==> src/rtl/core/drus_pkg.sv <==
// Shared types, constants and the reciprocal table for the Rem union engine.
package drus_pkg;

  localparam int VERTEX_COUNT   = 4096;
  localparam int VW             = $clog2(VERTEX_COUNT);
  localparam int STEP_W         = VW + 1;
  localparam int MAX_PARTITIONS = 64;
  localparam int OWN_W          = $clog2(MAX_PARTITIONS);
  localparam int CNT_W          = OWN_W + 1;

  // Reciprocal m = ceil(2^RECIP_SHIFT / c) makes (v * m) >> RECIP_SHIFT equal to
  // floor(v / c) for every vertex v and every count c up to MAX_PARTITIONS.
  localparam int RECIP_SHIFT    = VW + OWN_W;
  localparam int RECIP_W        = RECIP_SHIFT + 1;
  localparam int PROD_W         = VW + RECIP_W;

  localparam int OPCODE_W       = 2;
  localparam int CFG_IDX_W      = 1;
  localparam int CFG_DATA_W     = CNT_W;
  localparam int IN_DATA_W      = 40;
  localparam int OUT_DATA_W     = 56;

  typedef logic [VW-1:0]       vertex_t;
  typedef logic [STEP_W-1:0]   step_t;
  typedef logic [OWN_W-1:0]    owner_t;
  typedef logic [CNT_W-1:0]    count_t;
  typedef logic [RECIP_W-1:0]  recip_t;
  typedef logic [OPCODE_W-1:0] opcode_t;
  typedef logic [MAX_PARTITIONS-1:0][RECIP_W-1:0] recip_tbl_t;

  localparam opcode_t OP_WRITE = 2'd0;
  localparam opcode_t OP_UNION = 2'd1;
  localparam opcode_t OP_READ  = 2'd2;

  localparam logic [CFG_IDX_W-1:0] CFG_PARTITION_ID    = 1'b0;
  localparam logic [CFG_IDX_W-1:0] CFG_PARTITION_COUNT = 1'b1;

  // Long division by shift and subtract; evaluated once when the table is built.
  function automatic recip_tbl_t build_recip();
    recip_tbl_t               tbl;
    logic [RECIP_SHIFT+1:0]   num;
    logic [RECIP_SHIFT+1:0]   quo;
    logic [CNT_W:0]           rem;
    logic [CNT_W:0]           dv;
    tbl = '0;
    for (int i = 0; i < MAX_PARTITIONS; i++) begin
      num = (RECIP_SHIFT+2)'(1 << RECIP_SHIFT) + (RECIP_SHIFT+2)'(i);
      dv  = (CNT_W+1)'(i + 1);
      rem = '0;
      quo = '0;
      for (int b = RECIP_SHIFT + 1; b >= 0; b--) begin
        rem = {rem[CNT_W-1:0], num[b]};
        if (rem >= dv) begin
          rem    = rem - dv;
          quo[b] = 1'b1;
        end
      end
      tbl[i] = quo[RECIP_W-1:0];
    end
    return tbl;
  endfunction

  localparam recip_tbl_t RECIP_TBL = build_recip();

  // A count of zero acts as one; a count above the maximum saturates.
  function automatic count_t eff_count(count_t c);
    count_t r;
    r = c;
    if (c == '0) begin
      r = count_t'(1);
    end else if (c > count_t'(MAX_PARTITIONS)) begin
      r = count_t'(MAX_PARTITIONS);
    end
    return r;
  endfunction

endpackage

==> src/rtl/core/drus_owner.sv <==
// Registered owner unit: vertex modulo partition count by reciprocal multiply.
module drus_owner (
  input  logic             clk,
  input  drus_pkg::vertex_t v,
  input  drus_pkg::count_t  cnt,
  output drus_pkg::owner_t  rem
);

  drus_pkg::recip_t                          m;
  logic [drus_pkg::CNT_W-1:0]                cnt_m1;
  logic [drus_pkg::PROD_W-1:0]               prod_r;
  drus_pkg::vertex_t                         v_r;
  drus_pkg::count_t                          cnt_r;
  drus_pkg::vertex_t                         quo;
  logic [drus_pkg::VW+drus_pkg::CNT_W-1:0]   qc;
  drus_pkg::vertex_t                         diff;

  // The count is already clamped to 1..MAX_PARTITIONS, so count-1 indexes the table.
  assign cnt_m1 = cnt - drus_pkg::CNT_W'(1);
  assign m      = drus_pkg::RECIP_TBL[cnt_m1[drus_pkg::OWN_W-1:0]];

  always_ff @(posedge clk) begin
    prod_r <= drus_pkg::PROD_W'(v) * drus_pkg::PROD_W'(m);
    v_r    <= v;
    cnt_r  <= cnt;
  end

  assign quo  = prod_r[drus_pkg::RECIP_SHIFT+drus_pkg::VW-1:drus_pkg::RECIP_SHIFT];
  assign qc   = (drus_pkg::VW+drus_pkg::CNT_W)'(quo) * (drus_pkg::VW+drus_pkg::CNT_W)'(cnt_r);
  assign diff = v_r - qc[drus_pkg::VW-1:0];
  assign rem  = diff[drus_pkg::OWN_W-1:0];

endmodule

==> config.mk <==
export PLATFORM = sky130hd
export DESIGN_NAME = drus_owner
export DESIGN_NICKNAME = d
export VERILOG_FILES = /design/src/rtl/core/drus_pkg.sv /design/src/rtl/core/drus_owner.sv
export SDC_FILE = /design/constraint.sdc
export NUM_CORES = 1
export LEC_CHECK = 0
export CORE_MARGIN = 2
export CORE_UTILIZATION = 65
export DETAILED_ROUTE_END_ITERATION = 8
export DONT_BUFFER_PORTS = 1
export PLACE_DENSITY = 0.77
export SETUP_SLACK_MARGIN = 0.15
export SLEW_MARGIN = 5
export SYNTH_ARGS = -nofsm -noshare
export SYNTH_HDL_FRONTEND = slang
export SYNTH_SLANG_ARGS = --single-unit
==> constraint.sdc <==
create_clock -name clk -period 9.4 [get_ports clk]
set_clock_uncertainty 0.1 [all_clocks]
set_input_delay 0.94 -clock clk [delete_from_list [all_inputs] [get_ports clk]]
set_output_delay 0.94 -clock clk [all_outputs]
set_load 0.02 [all_outputs]
==> flow_metrics.env, run 1 <==
export IMPL_htreeDepth=1
export IMPL_cts_root_buf="clkbuf_16"
export IMPL_synthTopCellsByArea="fa_1 37%, ha_1 9.9%, inv_1 9.2%"
export IMPL_dr_pass1_iters=5
export IMPL_yosys_area_share_simple_pct=19.1
export IMPL_rsz0062_at_grt="no"
export IMPL_netlist_cell_type_count=63
export IMPL_synth_most_common_cell="inv_1"
export IMPL_netlist_area_sq_um=8380
export IMPL_critPathMostFrequentCell="fa_1"
export IMPL_grt_overflow=0
export IMPL_wl_mm=20.1
export IMPL_cts_resized=0
export IMPL_final_setup_viol_count=0
export IMPL_die_w_um=118
export IMPL_synthXorXnorAreaFrac_pct=4.50
export IMPL_clock_sinks=18
export IMPL_synth_top_family_by_area="adder cells"
export IMPL_numPortBuffers=0
export IMPL_cp_slowest_cell="fa_1"
export IMPL_synth_nets=1295
export IMPL_hold_viol=0
export IMPL_worst_path_buf_inv=5
export IMPL_period_minus_slack_ps=8610
export IMPL_post_route_drc_count=0
export IMPL_async_reset_ff_share_pct=0
export IMPL_clk_pin_slew_worst_paths_ps=50
export IMPL_p_per_area_nw_per_um2=357
export IMPL_route_antenna_remaining_nets=0
export IMPL_place_area_sq_um=8490
export IMPL_synth_compound_area_share_pct=12.2
export IMPL_std_cell_rows=41
export IMPL_antenna_cells=0
export IMPL_yosysWarnings=0
export IMPL_synth_top_area_cell="fa_1"
export IMPL_via_per_inst=5.81
export IMPL_cts_inserted_buffers=3
export IMPL_antenna_found_initial=0
export IMPL_gp_congestion=0.953
export IMPL_crit_required_ps=9420
export IMPL_arrival_ps=8630
export IMPL_cp_startpoint="cnt[0]"
export IMPL_crit_fanout=35
export IMPL_area_growth_pct=2.39
export IMPL_utilization_pct=68.0
export IMPL_grt_usage_pct=30.8
export IMPL_core_region_area_sq_um=12600
export IMPL_drv_cap=0
export IMPL_holdBufCountCts=0
export IMPL_drtIter0Drc=637
export IMPL_yosysSeqAreaShare_pct=4.30
export IMPL_grt_pass1_vias=7269
export IMPL_hp_class="in -> reg"
export IMPL_cts_max_path_buffers=2
export IMPL_cts_setup_buffers=0
export IMPL_grt_max_degree=36
export IMPL_setup_tns_ps=0
export IMPL_synth_edf_count=0
export IMPL_synthAdderAreaFrac_pct=47.1
export IMPL_tightest_slew_ps=899
export IMPL_leakage_uw=0.00432
export IMPL_synth_top_area_share_pct=37.3
export IMPL_finalNetCount=1255
export IMPL_die_y_um=118
export IMPL_fin_crit_sh_pct=91.5
export IMPL_start_util_pct=66.4
export IMPL_yosys_top_cells_count="206 x inv_1, 176 x nand2_1, 156 x fa_1"
export IMPL_final_max_slew_violation_count=0
export IMPL_hp_start="cnt[5]"
export IMPL_vdd_ir_drop_max_mv=0.281
export IMPL_post_drt_wl_per_cell_um=17.0
export IMPL_hpwl_mm=15.5
export IMPL_final_area_sq_um=8580
export IMPL_fillers=1090
export IMPL_via_count=6876
export IMPL_drive_above_1_share_pct=3.36
export IMPL_synth_avg_cell_area_sq_um=7.96
export IMPL_synth_seq_cells=18
export IMPL_cp_end_kind="flip-flop"
export IMPL_power_uw=3070
export IMPL_grt_pass1_wl_mm=34.8
export IMPL_crit_path_start_kind="input port"
export IMPL_synth_flop_cell="dfxtp_1"
export IMPL_fp_dieArea_sq_um=13800
export IMPL_crit_family="adder cells"
export IMPL_synthCells=1053
export IMPL_outcome="completed"
export IMPL_critical_path_class="in -> reg"
export IMPL_cts_tree="yes"
export IMPL_critPathMaxStageDelay_ps=530
export IMPL_relSlewSlack_pct=39.5
export IMPL_ios=26
export IMPL_fmax_mhz=116
export IMPL_synthMuxAreaShare_pct=0.239
logic make-up (layout without fill, tap and decap cells):
family | after synthesis | after routing
xor gates and xnor gates | 43 | 43
muxes | 2 | 2
adders and majority gates | 222 | 222
and+or+nand+nor | 337 | 337
DFF | 18 | 18
buffers and inverters | 275 | 234
AOI/OAI and AO/OA | 156 | 156
placed cells by master (no fill, tap or decap), types with 3 or more instances in the layout:
| cell | count |
|---|---|
| and3_1 | 12 |
| o21ai_0 | 29 |
| dfxtp_1 | 18 |
| nor2_1 | 30 |
| xnor2_1 | 34 |
| o31ai_1 | 3 |
| buf_4 | 22 |
| a21oi_1 | 45 |
| inv_1 | 206 |
| nor4_1 | 4 |
| nand2_1 | 176 |
| fa_1 | 156 |
| nor3_1 | 8 |
| nand3_1 | 13 |
| nand2b_1 | 4 |
| o21bai_1 | 4 |
| xor2_1 | 9 |
| a31oi_1 | 7 |
| nor2b_1 | 4 |
| a211o_1 | 3 |
| or2_2 | 3 |
| o221ai_1 | 6 |
| a21o_1 | 12 |
| nand4_1 | 3 |
| and2_1 | 68 |
| clkbuf_16 | 3 |
| o22ai_1 | 5 |
| ha_1 | 66 |
| a211oi_1 | 8 |
| o311ai_0 | 3 |
| o31a_1 | 3 |
| o211ai_1 | 3 |
| a21boi_0 | 3 |
registers in the layout, summed over array words and instances, names as in the netlist:
name,count
prod_r,6
cnt_r,6
v_r,6
cell type report:
cell class	count	area [sq um]	area share, %
Multi-Input combinational cell	760	6970	81.2
Inverter	208	781	9.10
Sequential cell	18	360	4.20
Tap cell	172	215	2.51
Timing Repair Buffer	22	165	1.93
Clock buffer	4	88.8	1.04
layer usage:
metal  routed length [um]  vias up  global-route usage [%]
met1                 8300     3359                    42.7
met5                    0        -                       0
met2                 9740      303                    51.6
met3                 1660       31                    3.78
li1                     -     3183                       -
met4                  405        0                    7.98
metrics by stage:
| stage | instances | hold WS, ps | setup WS, ps |
|---|---|---|---|
| global route | 1184 | 606 | 286 |
| global placement | 1180 | 868 | 668 |
| floorplan | 1053 | 868 | 937 |
| CTS | 1184 | 609 | 874 |
| finish | 1184 | 612 | 795 |
| detailed placement | 1180 | 868 | 620 |
report_power, final:
group	switching (uW)	internal (uW)
clock network	28.3	64.7
registers	13.2	108
logic	1660	1200
total	1700	1370
path summary, 6_finish.rpt:
check / to / slack (ps) / cells past startpoint
worst max-delay path: prod_r[23] / 790 / 29
worst min-delay path: cnt_r[5] / 610 / 0
Power figures use the tool's default switching activity.
==> run 2: changes to the inputs <==
--- a/config.mk
+++ b/config.mk
@@ -5,11 +5,13 @@
 export SDC_FILE = /design/constraint.sdc
 export NUM_CORES = 1
 export LEC_CHECK = 0
+export CORE_ASPECT_RATIO = 0.75
 export CORE_MARGIN = 2
 export CORE_UTILIZATION = 65
 export DETAILED_ROUTE_END_ITERATION = 8
 export DONT_BUFFER_PORTS = 1
 export PLACE_DENSITY = 0.77
+export RECOVER_POWER = 100
 export SETUP_SLACK_MARGIN = 0.15
 export SLEW_MARGIN = 5
 export SYNTH_ARGS = -nofsm -noshare
==> run 2 against run 1 <==
Effect of this change: sequential share of layout area about the same; sequential cell count unchanged; worst setup slack got worse by 78 ps; fmax decreased by 0.90%; via count increased by 1.8%; core utilization increased by 1.2 points; first-iteration DRC count increased by 14%; clock power about the same; cell count about the same; routed wire length increased by 2.6%; clock-buffer cell count unchanged; total power decreased by 0.83%; highest routed layer unchanged.
==> flow_metrics.env, run 2 (synthesis gave the netlist of run 1 again) <==
export IMPL_outcome="completed"
export IMPL_grt_pass1_wl_mm=34.7
export IMPL_min_to="v_r[5]"
export IMPL_via_per_inst=5.92
export IMPL_clk_pin_slew_worst_paths_ps=50
export IMPL_core_region_area_sq_um=12400
export IMPL_gp_congestion=0.968
export IMPL_route_antenna_remaining_nets=0
export IMPL_cts_root_buf="clkbuf_16"
export IMPL_cts_tree="yes"
export IMPL_layout_common_cells="206 x inv_1, 176 x nand2_1, 156 x fa_1"
export IMPL_utilization_pct=69.1
export IMPL_reg_top3="cnt_r x6, prod_r x6, v_r x6"
export IMPL_worst_path_buf_inv=8
export IMPL_antenna_found_initial=0
export IMPL_via_count=6998
export IMPL_post_drt_wl_per_cell_um=17.4
export IMPL_fp_dieArea_sq_um=13800
export IMPL_area_growth_pct=2.66
export IMPL_ios=26
export IMPL_p_per_area_nw_per_um2=354
export IMPL_cts_inserted_buffers=3
export IMPL_crit_path_start_kind="input port"
export IMPL_cts_max_path_buffers=2
export IMPL_crit_family="adder cells"
export IMPL_grt_usage_pct=31.9
export IMPL_arrival_ps=8700
export IMPL_cp_slowest_cell="fa_1"
export IMPL_whs_path_depth=0
export IMPL_finalWorstSetupSlack_ps=717
export IMPL_crit_fanout=25
export IMPL_htreeDepth=1
export IMPL_wl_mm=20.6
export IMPL_dpl_worst_slack_ps=677
export IMPL_rsz0062_at_grt="no"
export IMPL_antenna_cells=0
export IMPL_cp_end_kind="flip-flop"
export IMPL_clock_sinks=18
export IMPL_fmax_mhz=115
export IMPL_drtIter0Drc=723
export IMPL_grt_pass1_vias=6895
export IMPL_die_w_um=135
export IMPL_hold_viol=0
export IMPL_die_y_um=102
export IMPL_critical_path_class="in -> reg"
export IMPL_hp_class="in -> reg"
export IMPL_critPathMaxStageDelay_ps=550
export IMPL_numPortBuffers=0
export IMPL_tightest_slew_ps=821
export IMPL_multiInputGateArea_sq_um=6960
export IMPL_drv_cap=0
export IMPL_relSlewSlack_pct=45.0
export IMPL_post_route_drc_count=0
export IMPL_final_common_cell="inv_1"
export IMPL_period_minus_slack_ps=8680
export IMPL_setup_tns_ps=0
export IMPL_drive_above_1_share_pct=3.64
export IMPL_dr_pass1_iters=5
export IMPL_fin_crit_sh_pct=92.4
export IMPL_std_cell_rows=35
export IMPL_leakage_uw=0.00433
export IMPL_final_max_slew_violation_count=0
export IMPL_hpwl_mm=15.9
export IMPL_fillers=1021
export IMPL_finalNetCount=1260
export IMPL_holdBufCountCts=0
export IMPL_start_util_pct=67.4
export IMPL_vdd_ir_drop_max_mv=0.401
export IMPL_regArea_sq_um=360
export IMPL_cts_setup_buffers=0
export IMPL_grt_overflow=0
export IMPL_hp_start="v[5]"
export IMPL_final_setup_viol_count=0
export IMPL_crit_required_ps=9420
export IMPL_cts_resized=0
export IMPL_grt_max_degree=27
==> run 2: cell type report <==
type                    count  area share (%)
clock buffers               4            1.03
multi-input cells         760            81.0
well taps                 166            2.42
repair buffers             27            2.31
flip-flops and latches     18            4.19
inverters                 208            9.08
==> run 2: through the flow <==
stage               total power [uW]  area, sq um  std cells  hold slack [ps]
finish                          3040         8600       1183              612
global route                    3470         8600       1183              603
CTS                             3070         8610       1183              611
detailed placement              2950         8520       1179              868
global placement                2900         8520       1179              868
floorplan                       2370         8380       1053              868
==> run 2: layer usage <==
metal,track usage [%],wire [um]
met3,6.55,2500
met4,4.81,310
met2,48.7,8710
met5,0,0
met1,48.3,9100
==> run 2: worst max path at each step <==
stage	slack [ps]	cells after the start	end	startpoint
2_1_floorplan	940	31	prod_r[23]	cnt[0]
3_3_place_gp	770	28	prod_r[23]	cnt[0]
3_5_place_dp	680	29	prod_r[23]	cnt[0]
4_1_cts	920	29	prod_r[23]	cnt[0]
5_1_grt	280	31	prod_r[23]	cnt[0]
6_report	720	31	prod_r[23]	cnt[0]
==> run 2: report_power, final <==
group / total (uW) / switching [uW] / internal [uW]
Clock: 93.0 / 28.2 / 64.7
Combinational: 2820 / 1630 / 1190
Sequential: 123 / 14.9 / 108
==> run 3: changes to the inputs <==
--- a/config.mk
+++ b/config.mk
@@ -5,6 +5,7 @@
 export SDC_FILE = /design/constraint.sdc
 export NUM_CORES = 1
 export LEC_CHECK = 0
+export ABC_AREA = 1
 export CORE_ASPECT_RATIO = 0.75
 export CORE_MARGIN = 2
 export CORE_UTILIZATION = 65
==> run 3 against run 2 <==
Effect of this change: worst setup slack better by 420 ps; critical path depth is 2 higher; global-route usage grew 2.8 points; sequential share of layout area about the same; synthesized area shrank 0.10%.
==> flow_metrics.env, run 3 <==
export IMPL_antenna_cells=0
export IMPL_route_antenna_remaining_nets=0
export IMPL_core_region_area_sq_um=12400
export IMPL_synthCells=1171
export IMPL_fin_crit_sh_pct=87.9
export IMPL_cts_setup_buffers=0
export IMPL_hpwl_mm=17.8
export IMPL_cp_startpoint="cnt[0]"
export IMPL_finalWorstSetupSlack_ps=1140
export IMPL_synth_seq_cells=18
export IMPL_via_per_inst=5.66
export IMPL_async_reset_ff_share_pct=0
export IMPL_area_growth_pct=2.00
export IMPL_netlist_area_sq_um=8370
export IMPL_yosysSeqAreaShare_pct=4.31
export IMPL_period_minus_slack_ps=8260
export IMPL_cts_resized=0
export IMPL_netlist_cell_type_count=44
export IMPL_yosysWarnings=0
export IMPL_cts_root_buf="clkbuf_16"
export IMPL_dr_pass1_iters=5
export IMPL_holdBufCountCts=0
export IMPL_final_max_slew_violation_count=0
export IMPL_rsz0062_at_grt="no"
export IMPL_grt_usage_pct=34.7
export IMPL_cts_tree="yes"
export IMPL_fmax_mhz=121
export IMPL_crit_path_start_kind="input port"
export IMPL_critPathCapture="prod_r[23]"
export IMPL_post_drt_wl_per_cell_um=17.1
export IMPL_antenna_found_initial=0
export IMPL_yosys_top_cells_count="294 x nand2_1, 273 x inv_1, 156 x fa_1"
export IMPL_drtIter0Drc=712
export IMPL_htreeDepth=1
export IMPL_setup_tns_ps=0
export IMPL_hold_viol=0
export IMPL_numPortBuffers=0
export IMPL_hp_class="in -> reg"
export IMPL_regArea_sq_um=360
export IMPL_synth_nets=1413
export IMPL_synth_avg_cell_area_sq_um=7.15
export IMPL_grt_pass1_wl_mm=37.1
export IMPL_outcome="completed"
export IMPL_multiInputGateArea_sq_um=6770
export IMPL_synth_top_area_share_pct=37.3
export IMPL_gp_congestion=0.995
export IMPL_crit_fanout=13
export IMPL_cp_slowest_cell="fa_1"
export IMPL_utilization_pct=68.6
export IMPL_clock_sinks=18
export IMPL_die_w_um=135
export IMPL_post_route_drc_count=0
export IMPL_grt_max_degree=28
export IMPL_cp_end_kind="flip-flop"
export IMPL_grt_pass1_vias=7290
export IMPL_die_y_um=102
export IMPL_fp_dieArea_sq_um=13800
export IMPL_drive_above_1_share_pct=2.79
export IMPL_clk_pin_slew_worst_paths_ps=50
export IMPL_synth_most_common_cell="nand2_1"
export IMPL_synth_top_area_cell="fa_1"
export IMPL_critPathMaxStageDelay_ps=490
export IMPL_dpl_worst_slack_ps=1360
export IMPL_crit_required_ps=9430
export IMPL_fillers=1111
export IMPL_ios=26
export IMPL_finalNetCount=1390
export IMPL_critical_path_class="in -> reg"
export IMPL_arrival_ps=8290
export IMPL_wl_mm=22.5
export IMPL_tightest_slew_ps=750
export IMPL_start_util_pct=67.3
export IMPL_synthTopCellsByArea="fa_1 37%, nand2_1 13%, inv_1 12%"
export IMPL_reg_top3="cnt_r x6, prod_r x6, v_r x6"
export IMPL_cts_max_path_buffers=2
export IMPL_via_count=7437
export IMPL_synth_flop_cell="dfxtp_1"
export IMPL_layout_common_cells="294 x nand2_1, 274 x inv_1, 156 x fa_1"
export IMPL_std_cell_rows=35
export IMPL_final_setup_viol_count=0
export IMPL_synth_edf_count=0
export IMPL_grt_overflow=0
export IMPL_final_common_cell="nand2_1"
export IMPL_relSlewSlack_pct=49.5
export IMPL_drv_cap=0
export IMPL_cts_inserted_buffers=3
[run 3: metal layers]
metal | global-route usage [%] | vias up | share of wire, %
li1 | - | 3417 | -
met1 | 51.9 | 3596 | 44
met2 | 51.8 | 386 | 42
met3 | 7.69 | 38 | 12
met4 | 8.17 | 0 | 1.6
met5 | 0 | - | 0
[run 3: kinds of logic (layout without fill, tap and decap cells)]
logic type | count (synthesis) | count (layout) | synth area share, %
AND/OR/NAND/NOR | 480 | 480 | 23.7
buffers and inverters | 321 | 297 | 14.8
adder cells (fa/ha/maj) | 222 | 222 | 47.2
AO/OA/AOI/OAI | 103 | 103 | 7.18
XOR/XNOR | 27 | 27 | 2.83
flip-flops | 18 | 18 | 4.31
[run 3: critical path: cells and delay by family]
kind | cells | cell delay, ps
AND/OR/NAND/NOR | 9 | 1260
buffers and inverters | 10 | 1660
AO/OA/AOI/OAI | 6 | 1080
adder cells (fa/ha/maj) | 8 | 3330
[run 3: area by class of cell]
type / count / area share (%)
clock buffers: 4 / 1.04
inverters: 289 / 12.7
multi-input cells: 832 / 79.3
flip-flops and latches: 18 / 4.22
well taps: 166 / 2.43
repair buffers: 4 / 0.308
[run 3: how the worst min path moves through the flow]
stage            from  endpoint  slack (ps)  cells past startpoint
3_5_place_dp   cnt[5]  cnt_r[5]         870                      0
4_1_cts          v[1]    v_r[1]         610                      0
2_1_floorplan  cnt[0]  cnt_r[0]         870                      0
5_1_grt          v[4]    v_r[4]         600                      0
3_3_place_gp   cnt[5]  cnt_r[5]         870                      0
6_report         v[4]    v_r[4]         610                      0
[run 3: per-stage QoR]
stage	instances	hold WS [ps]	cell area, sq um
2_1_floorplan	1171	868	8370
3_3_place_gp	1309	868	8450
3_5_place_dp	1309	868	8450
4_1_cts	1313	609	8540
5_1_grt	1313	602	8540
6_report	1313	614	8540
Power of run 3 is left out: the tool's default activity adds up to more than one toggle a clock period on the data nets, which glitch-free logic cannot reach.
